$ cat src/rtl/swm_pkg.sv
// Shared types, constants and helpers for the sliding window median block.
// Depends on nothing; every other file of the block imports it.
`timescale 1ns / 1ps

package swm_pkg;

   // Sizing of the window and the data path
   localparam int MAX_WINDOW   = 32;
   localparam int SAMPLE_WIDTH = 32;
   localparam int OUT_WIDTH    = SAMPLE_WIDTH + 1;
   localparam int CSR_WIDTH    = 6;
   localparam int IDX_WIDTH    = $clog2(MAX_WINDOW);
   localparam int AGE_WIDTH    = IDX_WIDTH;
   localparam int CNT_WIDTH    = IDX_WIDTH + 1;
   localparam logic [CSR_WIDTH-1:0] WINDOW_RESET = CSR_WIDTH'(3);

   // One slot of the sorted chain
   typedef struct packed {
      logic                    valid;
      logic [SAMPLE_WIDTH-1:0] value;
      logic [AGE_WIDTH-1:0]    age;
   } cell_type;

   // Broadcast control from the top level to every cell
   typedef struct packed {
      logic                    step;    // chain updates this cycle
      logic                    ins;     // a new sample is inserted
      logic [SAMPLE_WIDTH-1:0] sample;
      logic [CNT_WIDTH-1:0]    win;     // effective window length
   } cell_ctrl_type;

   // Clamp the raw register to 1..MAX_WINDOW
   function automatic logic [CNT_WIDTH-1:0] eff_window(input logic [CSR_WIDTH-1:0] raw);
      int r;
      r = int'(raw);
      if (r == 0) begin
         r = 1;
      end else if (r > MAX_WINDOW) begin
         r = MAX_WINDOW;
      end
      return CNT_WIDTH'(r);
   endfunction

endpackage

$ cat src/rtl/swm_cell.sv
// One slot of the sorted window chain: holds a value and its age, and
// per update drops out, shifts toward a neighbor or takes the new sample.
// Depends on swm_pkg.
`timescale 1ns / 1ps

module swm_cell import swm_pkg::*; (
   input  logic          clock,
   input  logic          reset,
   input  cell_ctrl_type ctrl,
   input  cell_type      left_cell,
   input  logic          left_le,
   input  logic          left_past,
   input  cell_type      right_cell,
   input  logic          right_le,
   output cell_type      cell_q,
   output logic          le,
   output logic          evict,
   output logic          past
);

   cell_type cell_ff;
   cell_type cell_in;
   cell_type r_self;
   cell_type r_left;
   logic     r_self_le;
   logic     r_left_le;

   // Local flags: value not above the sample, and too old for the window
   always_comb begin
      le    = cell_ff.valid && ($signed(cell_ff.value) <= $signed(ctrl.sample));
      evict = cell_ff.valid &&
              ((CNT_WIDTH'(cell_ff.age) + CNT_WIDTH'(1)) >= ctrl.win);
      past  = left_past | evict;
   end

   // Chain after the lowest stale slot is removed, seen at this slot and left of it
   always_comb begin
      r_self    = past      ? right_cell : cell_ff;
      r_self_le = past      ? right_le   : le;
      r_left    = left_past ? cell_ff    : left_cell;
      r_left_le = left_past ? le         : left_le;
   end

   // Sorted insert: keep, take the sample, or take the left neighbor
   always_comb begin
      cell_in = r_self;
      if (ctrl.ins) begin
         if (r_self_le) begin
            cell_in     = r_self;
            cell_in.age = r_self.age + AGE_WIDTH'(1);
         end else if (r_left_le) begin
            cell_in.valid = 1'b1;
            cell_in.value = ctrl.sample;
            cell_in.age   = '0;
         end else begin
            cell_in     = r_left;
            cell_in.age = r_left.age + AGE_WIDTH'(1);
         end
      end
   end

   always_ff @(posedge clock) begin
      if (reset) begin
         cell_ff.valid <= 1'b0;
      end else if (ctrl.step) begin
         cell_ff <= cell_in;
      end
   end

   assign cell_q = cell_ff;

endmodule

$ cat config.mk
export PLATFORM = sky130hd
export DESIGN_NAME = swm_cell
export DESIGN_NICKNAME = d
export VERILOG_FILES = /design/src/rtl/swm_pkg.sv /design/src/rtl/swm_cell.sv
export SDC_FILE = /design/constraint.sdc
export NUM_CORES = 1
export LEC_CHECK = 0
export ABC_AREA = 1
export BUFFER_PORTS_ARGS = -buffer_cell sky130_fd_sc_hd__buf_2
export CORE_MARGIN = 4
export CORE_UTILIZATION = 54
export CTS_BUF_LIST = sky130_fd_sc_hd__clkbuf_2
export DETAILED_ROUTE_END_ITERATION = 10
export PLACE_DENSITY = 0.93
export SKIP_CTS_REPAIR_TIMING = 1
export SYNTH_ARGS = -nofsm -noshare
export SYNTH_HDL_FRONTEND = slang
export SYNTH_SLANG_ARGS = --single-unit
$ cat constraint.sdc
create_clock -name clock -period 6 [get_ports clock]
set_clock_uncertainty 0.15 [all_clocks]
set_input_delay 0.3 -clock clock [delete_from_list [all_inputs] [get_ports clock]]
set_output_delay 0.3 -clock clock [all_outputs]
set_load 0.03 [all_outputs]
# [After elaboration in Yosys (flattened, before gate mapping)]
# Cells that the tools add are included.
[totals] ff_bits=38 input_bits=121 out_inout_bits=41
[op_classes] n_addsub=3 n_lt_le_gt_ge=2 n_eq_ne=1 n_mux=7 bitwise_logic=2 n_reduce_logical=5
[op_table] cell="$mux 38" count=5
[op_table] cell="$le 32x32->1" count=1
[op_table] cell="$add 5x1->5 const B" count=2
[op_table] cell="$add 5x1->6 const B" count=1
[op_table] cell="$ge 6x6->1" count=1
[op_table] cell="$ne 4x2->1 const B" count=1
[op_table] cell="$reduce_and 2->1" count=2
[op_table] cell="$reduce_and 3->1" count=1
[op_table] cell="$logic_and 1x1->1" count=2
[op_table] cell="$mux 1" count=2
[op_table] cell="$not 1->1" count=1
[op_table] cell="$or 1x1->1" count=1

# [Logic depth before layout (Yosys ltp)]
# Gate-level depths: netlist of run 1.
[depth] depth_word=8 ltp_mapped=22 mapped_depth_nobuf=22

# [Worst setup path after synthesis of run 1]
# OpenSTA, ideal clock, no wires.
[synth_path] path_kind="reg2reg" startpoint="register cell_ff (netlist bit cell_q[0])" endpoint="register cell_ff (netlist bit cell_q[10]), enable pin" setup_ps=421 arrival_ps=3526 required_time_ps=5429 setup_slack_ps=1903 path_stages_with_launch=14 n_path_buf=0 synth_period_minus_slack_ps=4097 cell_sequence="edfxtp_1 ha_1 nand3_1 xor2_1 ha_1 nand2_1 o21a_1 nand3_1 nand2_1 nand2_4 inv_2 o2111ai_1 nand2_1 nor2_1"
[synth_via] elab_chain_len=7
[synth_rtl] element="from (decl)" line_no="swm_cell.sv:21" text="cell_type cell_ff;"
[synth_rtl] element="from (signal assigned)" line_no="swm_cell.sv:66" text="cell_ff <= cell_in;"
[synth_rtl] element="$add 5x1->6" line_no="swm_cell.sv:32" text="((CNT_WIDTH'(cell_ff.age) + CNT_WIDTH'(1)) >= ctrl.win);"
[synth_rtl] element="$ge 6x6->1" line_no="swm_cell.sv:32"
[synth_rtl] element="$logic_and 1x1->1" line_no="swm_cell.sv:31" text="evict = cell_ff.valid &&"
[synth_rtl] element="$or 1x1->1" line_no="swm_cell.sv:33" text="past = left_past | evict;"
[synth_rtl] element="$mux 1" line_no="swm_cell.sv:39" text="r_self_le = past ? right_le : le;"
[synth_rtl] element="$ne 4x2->1 (no line)"
[synth_rtl] element="$reduce_and 3->1 (no line)"
# No other way between the ends.
# A chain may end at the register's enable or synchronous reset.

# [Worst setup path in the final report of run 1]
[layout_path] startpoint="register cell_ff (netlist bit cell_q[0])" endpoint="register cell_ff (netlist bit cell_q[33]), enable pin"
# Same word-level chain as after synthesis.

==> out/summary.txt, run 1 <==
result of the run = complete, no violations
top fanout value on the critical path = 43
Finish-stage setup viols = 0
global-route wire length before repair = 17800 µm
most frequent cells after synthesis = sky130_fd_sc_hd__nand2_1 (163), sky130_fd_sc_hd__inv_1 (69), sky130_fd_sc_hd__a21oi_1 (53)
number of search-and-repair iterations in the first detailed-routing pass = 5
met1 global-route usage = 29.5%
hold violation count in the final report = 0
net switching power = 0.000306 W
count of flip-flops with a built-in enable after synthesis = 37
sequential-to-total area share from yosys stat = 29.7%
library cells used by synthesis = 37
number of placement rows = 30
number of pins with negative max-slew slack in the final report = 0
GRT Total Usage = 25.5%
Die Y = 92.0 µm
mapped cell area = 0.00381 mm²
most frequently used cell type in the post-synthesis netlist = sky130_fd_sc_hd__nand2_1
Starting DRT DRC Count = 228
maximum level of the CTS H-tree = 2
data arrival time of the critical path = 4.11 ns
clock-pin transition on the worst setup and hold timing paths = 0.21 ns
maximum clock path buffer count = 2
via-per-instance ratio = 5.35
R2R Path End = cell_q[33]
sequential share of power = 42.8%
number of top-level design ports = 162
flip-flop count of the largest register after layout = 38
main flop type after synthesis = sky130_fd_sc_hd__edfxtp_1
global routing met3 resource utilization = 4.18%
depth of the worst register-to-register path = 13
count of state elements after synthesis = 38
antenna-violating nets left = 0
insertion delay of the later-clocked pin in the worst-skew pair = 0.42 ns
Ys Warns = 0
placer congestion estimate = 0.858
met2 global-route usage = 45.8%
cell depth of the worst hold path = 4
DRC violations left = 0
clk sink count = 38
clock network power share = 15.8%
setup TNS after final layout = 0 ns
root buffer cell = sky130_fd_sc_hd__clkbuf_2
PwrDens = 168 mW/mm²
routed wire length = 10700 µm
time the worst path needs with I/O delays and setup = 4.22 ns
startpoint of the lowest-slack register-to-register path = cell_q[0]
core footprint = 0.00683 mm²
detail-routed net length per standard cell = 13.8 µm
tightest slew margin relative to the limit = 34.2%
port buffer count = 161
detailed placer's ending HPWL = 8130 µm
Vias = 4132
CP startpoint kind = flop
async set-reset flop share out of synthesis = 0%
switching part of the total power = 39.0%
critical path type = flop to flop
Least-Margin Pin Slew = 0.985 ns
Hold Path Sink = cell_q[37]
path class of the lowest-slack min-delay path = input pin to flop
max-capacitance violation count = 0
proportion of netlist area held by the largest area contributor = 29.2%
Pleak = 2.52 nW
Max Clock Freq = 0.237 GHz
clock tree from TritonCTS = yes
Initial Util = 55.7%
top cell type by total area after synthesis = sky130_fd_sc_hd__edfxtp_1
gate count of the mapped netlist = 528
antenna violations before repair = 0
Internal = 0.000478 W
largest net degree at the start of global routing = 67
total congestion overflow = 0
peak supply drop = 85.4 µV
n_diodes = 0
RSZ-0062 raised after global routing = no
grt peak-use layer = met2
final clock period utilization by the worst path = 70.3%
Comb pwr share = 41.4%
launch point of the worst hold path = reset
cells taking the most area after synthesis = sky130_fd_sc_hd__edfxtp_1 (29%), sky130_fd_sc_hd__nand2_1 (16%), sky130_fd_sc_hd__ha_1 (13%)
clock buffers created by TritonCTS = 5
mean instance size in the synthesized netlist = 7.21 µm²
share of post-route cells with drive strength above 1 = 28.7%
via count of the first global-routing pass = 4127
data required time at the worst endpoint = 5.90 ns
number of nets in the finished design = 838
Pwr Total = 0.000783 W
die area = 0.00846 mm²
R2R setup slack = 1.78 ns
die width = 92.0 µm
endpoint class of the critical path = flop
fillers = 628
area added between synthesis and finish = 22.7%
Mapped Nets = 690
-- how the worst max path moves through the flow --
stage | cells past startpoint | end | start
floorplan | 13 | cell_q[10] | cell_q[0]
global placement | 14 | cell_q[23] | cell_q[0]
detailed placement | 14 | cell_q[23] | cell_q[0]
CTS | 14 | cell_q[6] | cell_q[0]
global route | 13 | cell_q[29] | cell_q[0]
finish | 13 | cell_q[33] | cell_q[0]
-- cell usage in the layout (no fill, tap or decap), types with 2 or more instances in the layout --
master and n:
sky130_fd_sc_hd__nor2_1 19, sky130_fd_sc_hd__o21ai_1 4, sky130_fd_sc_hd__a21o_1 2, sky130_fd_sc_hd__nor2_2 3
sky130_fd_sc_hd__inv_1 69, sky130_fd_sc_hd__o21ai_0 12, sky130_fd_sc_hd__a21boi_1 18, sky130_fd_sc_hd__xor2_1 4
sky130_fd_sc_hd__a21boi_0 3, sky130_fd_sc_hd__ha_1 41, sky130_fd_sc_hd__clkbuf_2 7, sky130_fd_sc_hd__nand3_1 42
sky130_fd_sc_hd__edfxtp_1 37, sky130_fd_sc_hd__nand4_1 4, sky130_fd_sc_hd__a21oi_1 53, sky130_fd_sc_hd__or2_2 2
sky130_fd_sc_hd__a21boi_2 10, sky130_fd_sc_hd__o21a_1 3, sky130_fd_sc_hd__buf_2 161, sky130_fd_sc_hd__nand2_1 163
sky130_fd_sc_hd__nand3_2 3
-- stage by stage --
| step | worst slack, ns | cells | utilization (%) | hold WS, ns | cell area [µm²] |
|---|---|---|---|---|---|
| 6_report | 1.78 | 773 | 68.4 | 0.0276 | 4670 |
| 5_1_grt | 1.49 | 773 | 68.4 | 0.0115 | 4670 |
| 4_1_cts | 1.45 | 772 | 68.1 | 0.0193 | 4650 |
| 3_5_place_dp | 1.47 | 764 | 67.5 | 0.475 | 4610 |
| 3_3_place_gp | 1.70 | 764 | 67.5 | 0.464 | 4610 |
| 2_1_floorplan | 1.90 | 528 | - | 0.299 | 3810 |
-- final cells by class --
type | count | area (µm²) | share of cell area, %
clock buffers | 7 | 35.0 | 0.750
clock inverters | 1 | 3.75 | 0.0803
inverters | 70 | 263 | 5.62
multi-input cells | 398 | 2290 | 48.9
flip-flops and latches | 38 | 1130 | 24.2
well taps | 96 | 120 | 2.57
repair buffers | 163 | 833 | 17.8
-- logic make-up (layout without fill, tap and decap cells) --
kind of cell | after synthesis | in the layout | share of synthesized area (%)
AOI/OAI and AO/OA | 113 | 113 | 18.9
adders and majority gates | 41 | 41 | 13.5
xor gates and xnor gates | 5 | 5 | 1.15
buffers and inverters | 92 | 241 | 10.5
DFF | 38 | 38 | 29.7
and+or+nand+nor | 239 | 239 | 26.2
-- power groups by stage --
stage          Combinational (W)  Clock (W)  Sequential [W]
6_report                0.000324   0.000124        0.000335
3_5_place_dp            0.000321          0        0.000341
3_3_place_gp            0.000307          0        0.000340
2_1_floorplan           0.000193          0        0.000371
5_1_grt                 0.000364   0.000136        0.000338
4_1_cts                 0.000323   0.000124        0.000335
-- worst max-delay path: stages, from the launching register on --
cell	delay, ns
sky130_fd_sc_hd__edfxtp_1	0.48
sky130_fd_sc_hd__ha_1	0.21
sky130_fd_sc_hd__nand3_1	0.10
sky130_fd_sc_hd__xor2_1	0.15
sky130_fd_sc_hd__ha_1	0.27
sky130_fd_sc_hd__nand2_1	0.07
sky130_fd_sc_hd__o21a_1	0.19
sky130_fd_sc_hd__nand3_1	0.07
sky130_fd_sc_hd__nand2_1	0.09
sky130_fd_sc_hd__nand2_4	0.39
sky130_fd_sc_hd__inv_2	0.39
sky130_fd_sc_hd__o2111ai_1	0.31
sky130_fd_sc_hd__nand2_1	0.16
sky130_fd_sc_hd__nor2_4	0.77
-- layer usage --
metal  up-vias  wire, µm
li1       2048         -
met1      1851      4170
met2       200      5400
met3        33       809
met4         0       313
met5         -         0
Note: power is estimated with default switching activity, not from simulation.
==> run 2, diff against run 1 <==
--- a/config.mk
+++ b/config.mk
@@ -8,10 +8,10 @@
 export ABC_AREA = 1
 export BUFFER_PORTS_ARGS = -buffer_cell sky130_fd_sc_hd__buf_2
 export CORE_MARGIN = 4
-export CORE_UTILIZATION = 54
+export CORE_UTILIZATION = 45
 export CTS_BUF_LIST = sky130_fd_sc_hd__clkbuf_2
 export DETAILED_ROUTE_END_ITERATION = 10
-export PLACE_DENSITY = 0.93
+export PLACE_DENSITY = 0.83
 export SKIP_CTS_REPAIR_TIMING = 1
 export SYNTH_ARGS = -nofsm -noshare
 export SYNTH_HDL_FRONTEND = slang
==> constraint.sdc (replaced) <==
create_clock -name clock -period 3.7 [get_ports clock]
set_clock_uncertainty 0.15 [all_clocks]
set_input_delay 0.185 -clock clock [delete_from_list [all_inputs] [get_ports clock]]
set_output_delay 0.185 -clock clock [all_outputs]
set_load 0.03 [all_outputs]
==> run 2 against run 1 <==
  * The flow now finishes with violations (negative hold slack)
  * Final cell count is 9.3% higher
  * Sequential share of layout area down 2.9 points
  * Utilization decreased by 3.7 points
  * Wire length rose by 12%
  * First-iteration DRC count is 24% lower
  * Clock-buffer cell count shrank 2
  * Critical endpoint is now cell_q[30]
  * Fmax is 22% higher
  * Register-to-register slack got worse by 1.5 ns
==> out/summary.txt, run 2 (synthesis gave the netlist of run 1 again) <==
via count of the first global-routing pass = 3922
maximum clock path buffer count = 2
Max Clock Freq = 0.290 GHz
DRC violations left = 0
largest net degree at the start of global routing = 26
Die Y = 100 µm
clk sink count = 38
clock buffers created by TritonCTS = 5
area of combinational cells with multiple inputs = 0.00229 mm²
routed wire length = 12000 µm
die area = 0.00999 mm²
n_diodes = 0
clock tree from TritonCTS = yes
endpoint class of the critical path = flop
commonest non-fill, non-tap cell in the layout = sky130_fd_sc_hd__nand2_1
most frequent cells in the layout = sky130_fd_sc_hd__nand2_1 (163), sky130_fd_sc_hd__buf_2 (161), sky130_fd_sc_hd__inv_1 (69)
total congestion overflow = 0
data arrival time of the critical path = 3.48 ns
number of pins with negative max-slew slack in the final report = 0
number of nets in the finished design = 901
share of post-route cells with drive strength above 1 = 27.0%
Least-Margin Pin Slew = 0.559 ns
die width = 100 µm
number of top-level design ports = 162
Starting DRT DRC Count = 173
worst-case hold slack = -0.00772 ns
global-route wire length before repair = 17300 µm
time the worst path needs with I/O delays and setup = 3.45 ns
flip-flop count of the largest register after layout = 38
detail-routed net length per standard cell = 14.2 µm
fillers = 728
met1 global-route usage = 25.1%
GRT Total Usage = 21.2%
via-per-instance ratio = 5.09
insertion delay of the later-clocked pin in the worst-skew pair = 0.40 ns
core footprint = 0.00822 mm²
result of the run = finished, violations left
setup TNS after final layout = 0 ns
data required time at the worst endpoint = 3.73 ns
violations in the final reports = negative hold slack
hold violation count in the final report = 3
total non-filler cell area in the finished layout = 0.00532 mm²
tightest slew margin relative to the limit = 62.6%
Finish-stage setup viols = 0
port buffer count = 161
global routing met3 resource utilization = 3.41%
detailed placer's ending HPWL = 8690 µm
core occupancy in the finished layout = 64.7%
Initial Util = 46.3%
path class of the lowest-slack min-delay path = input pin to flop
root buffer cell = sky130_fd_sc_hd__clkbuf_2
number of search-and-repair iterations in the first detailed-routing pass = 5
CP startpoint kind = flop
DP Area = 0.00471 mm²
area added between synthesis and finish = 39.7%
peak supply drop = 127 µV
grt peak-use layer = met2
post-route non-filler standard cell count = 845
final clock period utilization by the worst path = 93.3%
max-capacitance violation count = 0
clock-pin transition on the worst setup and hold timing paths = 0.21 ns
Pwr Total = 0.00132 W
maximum level of the CTS H-tree = 2
number of placement rows = 33
top fanout value on the critical path = 25
antenna violations before repair = 0
Inst Count DP = 781
Pleak = 2.79 nW
critical path type = flop to flop
PwrDens = 249 mW/mm²
Sequential Area = 0.00113 mm²
met2 global-route usage = 39.4%
placer congestion estimate = 0.871
Vias = 4301
antenna-violating nets left = 0
run 2: metal layers:
metal	share of wire (%)	routed length [µm]
met5	0	0
met3	6.7	807
met1	39	4640
met4	2.2	264
met2	52	6300
run 2: path summary, 6_finish.rpt:
path | startpoint | to | slack [ns] | depth (start not counted)
max | cell_q[2] | cell_q[30] | 0.25 | 16
min | ctrl[15] | cell_q[14] | -0.008 | 3
max reg2reg | cell_q[2] | cell_q[30] | 0.25 | 16
min reg2reg | cell_q[37] | cell_q[37] | 0.54 | 4
run 2: layout make-up:
| type | count | share of cell area [%] |
|---|---|---|
| multi-input combinational | 398 | 43.2 |
| sequential | 38 | 21.3 |
| clock inverter | 3 | 0.212 |
| timing repair buffer | 226 | 27.5 |
| clock buffer | 5 | 0.471 |
| tap | 105 | 2.47 |
| inverter | 70 | 4.94 |
run 2: worst max-delay path, stage by stage, from the launching register on:
cell and delay, ns:
sky130_fd_sc_hd__edfxtp_1 0.46, sky130_fd_sc_hd__inv_1 0.11, sky130_fd_sc_hd__o31ai_1 0.26, sky130_fd_sc_hd__nand2_1 0.08, sky130_fd_sc_hd__inv_1 0.06, sky130_fd_sc_hd__ha_1 0.23
sky130_fd_sc_hd__a21oi_1 0.19, sky130_fd_sc_hd__o21a_1 0.13, sky130_fd_sc_hd__nand3_1 0.07, sky130_fd_sc_hd__nand2_1 0.18, sky130_fd_sc_hd__nand2_8 0.17, sky130_fd_sc_hd__inv_2 0.21
sky130_fd_sc_hd__nand3_2 0.11, sky130_fd_sc_hd__nand3_2 0.37, sky130_fd_sc_hd__buf_12 0.22, sky130_fd_sc_hd__nand3_1 0.08, sky130_fd_sc_hd__a21boi_2 0.15
run 2: metrics by stage:
step	worst slack, ns	hold WS, ns
after detailed placement	0.257	0.362
after floorplan	0.127	0.184
after CTS	0.212	-0.0971
after global placement	0.350	0.348
final	0.247	-0.00772
after global routing	-0.00271	0.00662
run 2: power breakdown:
group / total (W) / internal [W] / switching, W
Clock: 0.000190 / 0.0000405 / 0.000149
Combinational: 0.000589 / 0.000256 / 0.000333
Sequential: 0.000544 / 0.000518 / 0.0000263
==> run 3, diff against run 2 <==
--- a/config.mk
+++ b/config.mk
@@ -6,13 +6,16 @@
 export NUM_CORES = 1
 export LEC_CHECK = 0
 export ABC_AREA = 1
-export BUFFER_PORTS_ARGS = -buffer_cell sky130_fd_sc_hd__buf_2
+export CELL_PAD_IN_SITES_DETAIL_PLACEMENT = 1
+export CELL_PAD_IN_SITES_GLOBAL_PLACEMENT = 2
 export CORE_MARGIN = 4
-export CORE_UTILIZATION = 45
+export CORE_UTILIZATION = 31
 export CTS_BUF_LIST = sky130_fd_sc_hd__clkbuf_2
 export DETAILED_ROUTE_END_ITERATION = 10
-export PLACE_DENSITY = 0.83
+export DONT_BUFFER_PORTS = 1
+export PLACE_DENSITY = 0.82
 export SKIP_CTS_REPAIR_TIMING = 1
+export SLEW_MARGIN = 20
 export SYNTH_ARGS = -nofsm -noshare
 export SYNTH_HDL_FRONTEND = slang
 export SYNTH_SLANG_ARGS = --single-unit
==> run 3 against run 2 <==
  * Largest power group is now registers
  * Sequential share of layout area is 0.63 points higher
  * Fmax grew 3.2%
  * Final cell count is 6.6% lower
  * First-iteration DRC count decreased by 8.1%
  * Sequential cell count did not move
  * The flow still finishes with violations (negative hold slack)
  * Utilization is 22 points lower
  * Via count shrank 4.7%
  * Total power increased by 0.55%
  * Wire length increased by 20%
==> out/summary.txt, run 3 (synthesis gave the netlist of run 1 again) <==
data arrival time of the critical path = 3.36 ns
clock tree from TritonCTS = yes
share of post-route cells with drive strength above 1 = 6.88%
max-capacitance violation count = 0
CP startpoint kind = flop
top fanout value on the critical path = 32
PwrDens = 258 mW/mm²
R2R setup slack = 0.35 ns
maximum level of the CTS H-tree = 2
total congestion overflow = 0
sequential share of power = 44.3%
Internal = 0.000800 W
peak supply drop = 113 µV
root buffer cell = sky130_fd_sc_hd__clkbuf_2
detailed placer's ending HPWL = 9700 µm
switching part of the total power = 39.9%
Die Y = 119 µm
core footprint = 0.0120 mm²
result of the run = finished, violations left
Max Clock Freq = 0.299 GHz
routed metal-1 wirelength = 5750 µm
final clock period utilization by the worst path = 90.4%
routed wire length = 14400 µm
total non-filler cell area in the finished layout = 0.00516 mm²
Vias = 4097
placer congestion estimate = 0.781
Pleak = 2.39 nW
maximum clock path buffer count = 2
port buffer count = 0
met2 WL = 7400 µm
flip-flop count of the largest register after layout = 38
Finish-stage setup viols = 0
net switching power = 0.000530 W
cell breakdown of the critical path = inv_1 -> xor2_1 -> ha_1 -> nand2_1 -> inv_1 -> o211ai_1 -> nand3_1 -> nand2_1 -> nand2_4 -> clkinv_2 -> o2111ai_1 -> nand2_1 -> nor2_4 -> buf_12
setup TNS after final layout = 0 ns
detail-routed net length per standard cell = 18.2 µm
tightest slew margin relative to the limit = 37.1%
post-route non-filler standard cell count = 789
number of search-and-repair iterations in the first detailed-routing pass = 4
insertion delay of the later-clocked pin in the worst-skew pair = 0.47 ns
violations in the final reports = negative hold slack
number of pins with negative max-slew slack in the final report = 0
Critical Path Slowest Stage Cell = sky130_fd_sc_hd__edfxtp_1
number of placement rows = 40
clk sink count = 38
top sig layer = met4
die area = 0.0141 mm²
path class of the lowest-slack min-delay path = input pin to flop
most numerous cell on the critical path = sky130_fd_sc_hd__nand2_1
number of nets in the finished design = 801
via-per-instance ratio = 5.19
Inst Count DP = 666
Least-Margin Pin Slew = 0.941 ns
hold violation count in the final report = 1
via count of the first global-routing pass = 3853
antenna-violating nets left = 0
total met3 wirelength after detailed routing = 881 µm
Worst path top cell family by delay = buffers and inverters
number of top-level design ports = 162
commonest non-fill, non-tap cell in the layout = sky130_fd_sc_hd__nand2_1
die width = 119 µm
Initial Util = 31.7%
most frequent cells in the layout = sky130_fd_sc_hd__nand2_1 (163), sky130_fd_sc_hd__dlygate4sd3_1 (113), sky130_fd_sc_hd__inv_1 (69)
endpoint class of the critical path = flop
global-route wire length before repair = 20000 µm
RSZ-0062 raised after global routing = no
clock buffers created by TritonCTS = 5
critical path type = flop to flop
largest net degree at the start of global routing = 44
data required time at the worst endpoint = 3.71 ns
worst-case hold slack = -0.0228 ns
time the worst path needs with I/O delays and setup = 3.35 ns
Starting DRT DRC Count = 159
buffer and inverter count on the worst path = 4
CP max stage delay = 0.61 ns
clock-pin transition on the worst setup and hold timing paths = 0.26 ns
Comb pwr share = 39.1%
antenna violations before repair = 0
area added between synthesis and finish = 35.6%
DRC violations left = 0
clock network power share = 16.5%
DP Area = 0.00398 mm²
GRT Total Usage = 17.5%
## run 3: cell types whose count changed in the layout (fill, tap and decap cells not counted), moves of 2 or more
cell	previous run	this run
sky130_fd_sc_hd__buf_2	161	0
sky130_fd_sc_hd__dlygate4sd3_1	55	113
sky130_fd_sc_hd__buf_4	7	10
sky130_fd_sc_hd__clkinv_1	3	1
sky130_fd_sc_hd__clkinv_2	0	2
sky130_fd_sc_hd__diode_2	0	2
## run 3: through the flow
stage | util, % | total power (W) | worst slack, ns
3_5_place_dp | 33.1 | 0.00102 | 0.223
5_1_grt | 42.9 | 0.00143 | 0.0275
4_1_cts | 33.4 | 0.00124 | 0.199
6_report | 43.0 | 0.00133 | 0.355
2_1_floorplan | - | 0.000914 | 0.127
3_3_place_gp | 33.1 | 0.000994 | 0.384
## run 3: final timing paths
path,depth (start not counted),startpoint,endpoint
setup / recovery,14,cell_q[4],cell_q[29]
hold / removal,3,right_cell[5],cell_q[5]
setup reg to reg,14,cell_q[4],cell_q[29]
hold reg to reg,5,cell_q[37],cell_q[37]
## run 3: worst register-to-register path, delay by kind of cell, from the launching register on
| family | cells | cell delay, ns |
|---|---|---|
| xor gates and xnor gates | 1 | 0.19 |
| and+or+nand+nor | 6 | 0.62 |
| adders and majority gates | 1 | 0.28 |
| DFF | 1 | 0.61 |
| buffers and inverters | 4 | 0.76 |
| AOI/OAI and AO/OA | 2 | 0.39 |
## run 3: cell type report
| type | count | area, µm² |
|---|---|---|
| clock inverter | 2 | 8.76 |
| antenna | 2 | 5.00 |
| tap | 147 | 184 |
| multi-input combinational | 398 | 2290 |
| sequential | 38 | 1130 |
| inverter | 70 | 264 |
| clock buffer | 6 | 30.0 |
| timing repair buffer | 126 | 1250 |
| fill | 1475 | 6850 |
## run 3: power groups by stage
| stage | clock, W | combinational, W | sequential (W) |
|---|---|---|---|
| floorplan | 0 | 0.000313 | 0.000601 |
| global placement | 0 | 0.000395 | 0.000599 |
| detailed placement | 0 | 0.000416 | 0.000601 |
| CTS | 0.000227 | 0.000418 | 0.000591 |
| global route | 0.000245 | 0.000590 | 0.000595 |
| finish | 0.000220 | 0.000520 | 0.000590 |
## run 3: per-layer routing
layer / up-vias / global-route usage (%)
met4: 0 / 4.27
li1: 1976 / -
met1: 1923 / 20.0
met2: 169 / 31.3
met3: 29 / 5.84
met5: - / 0
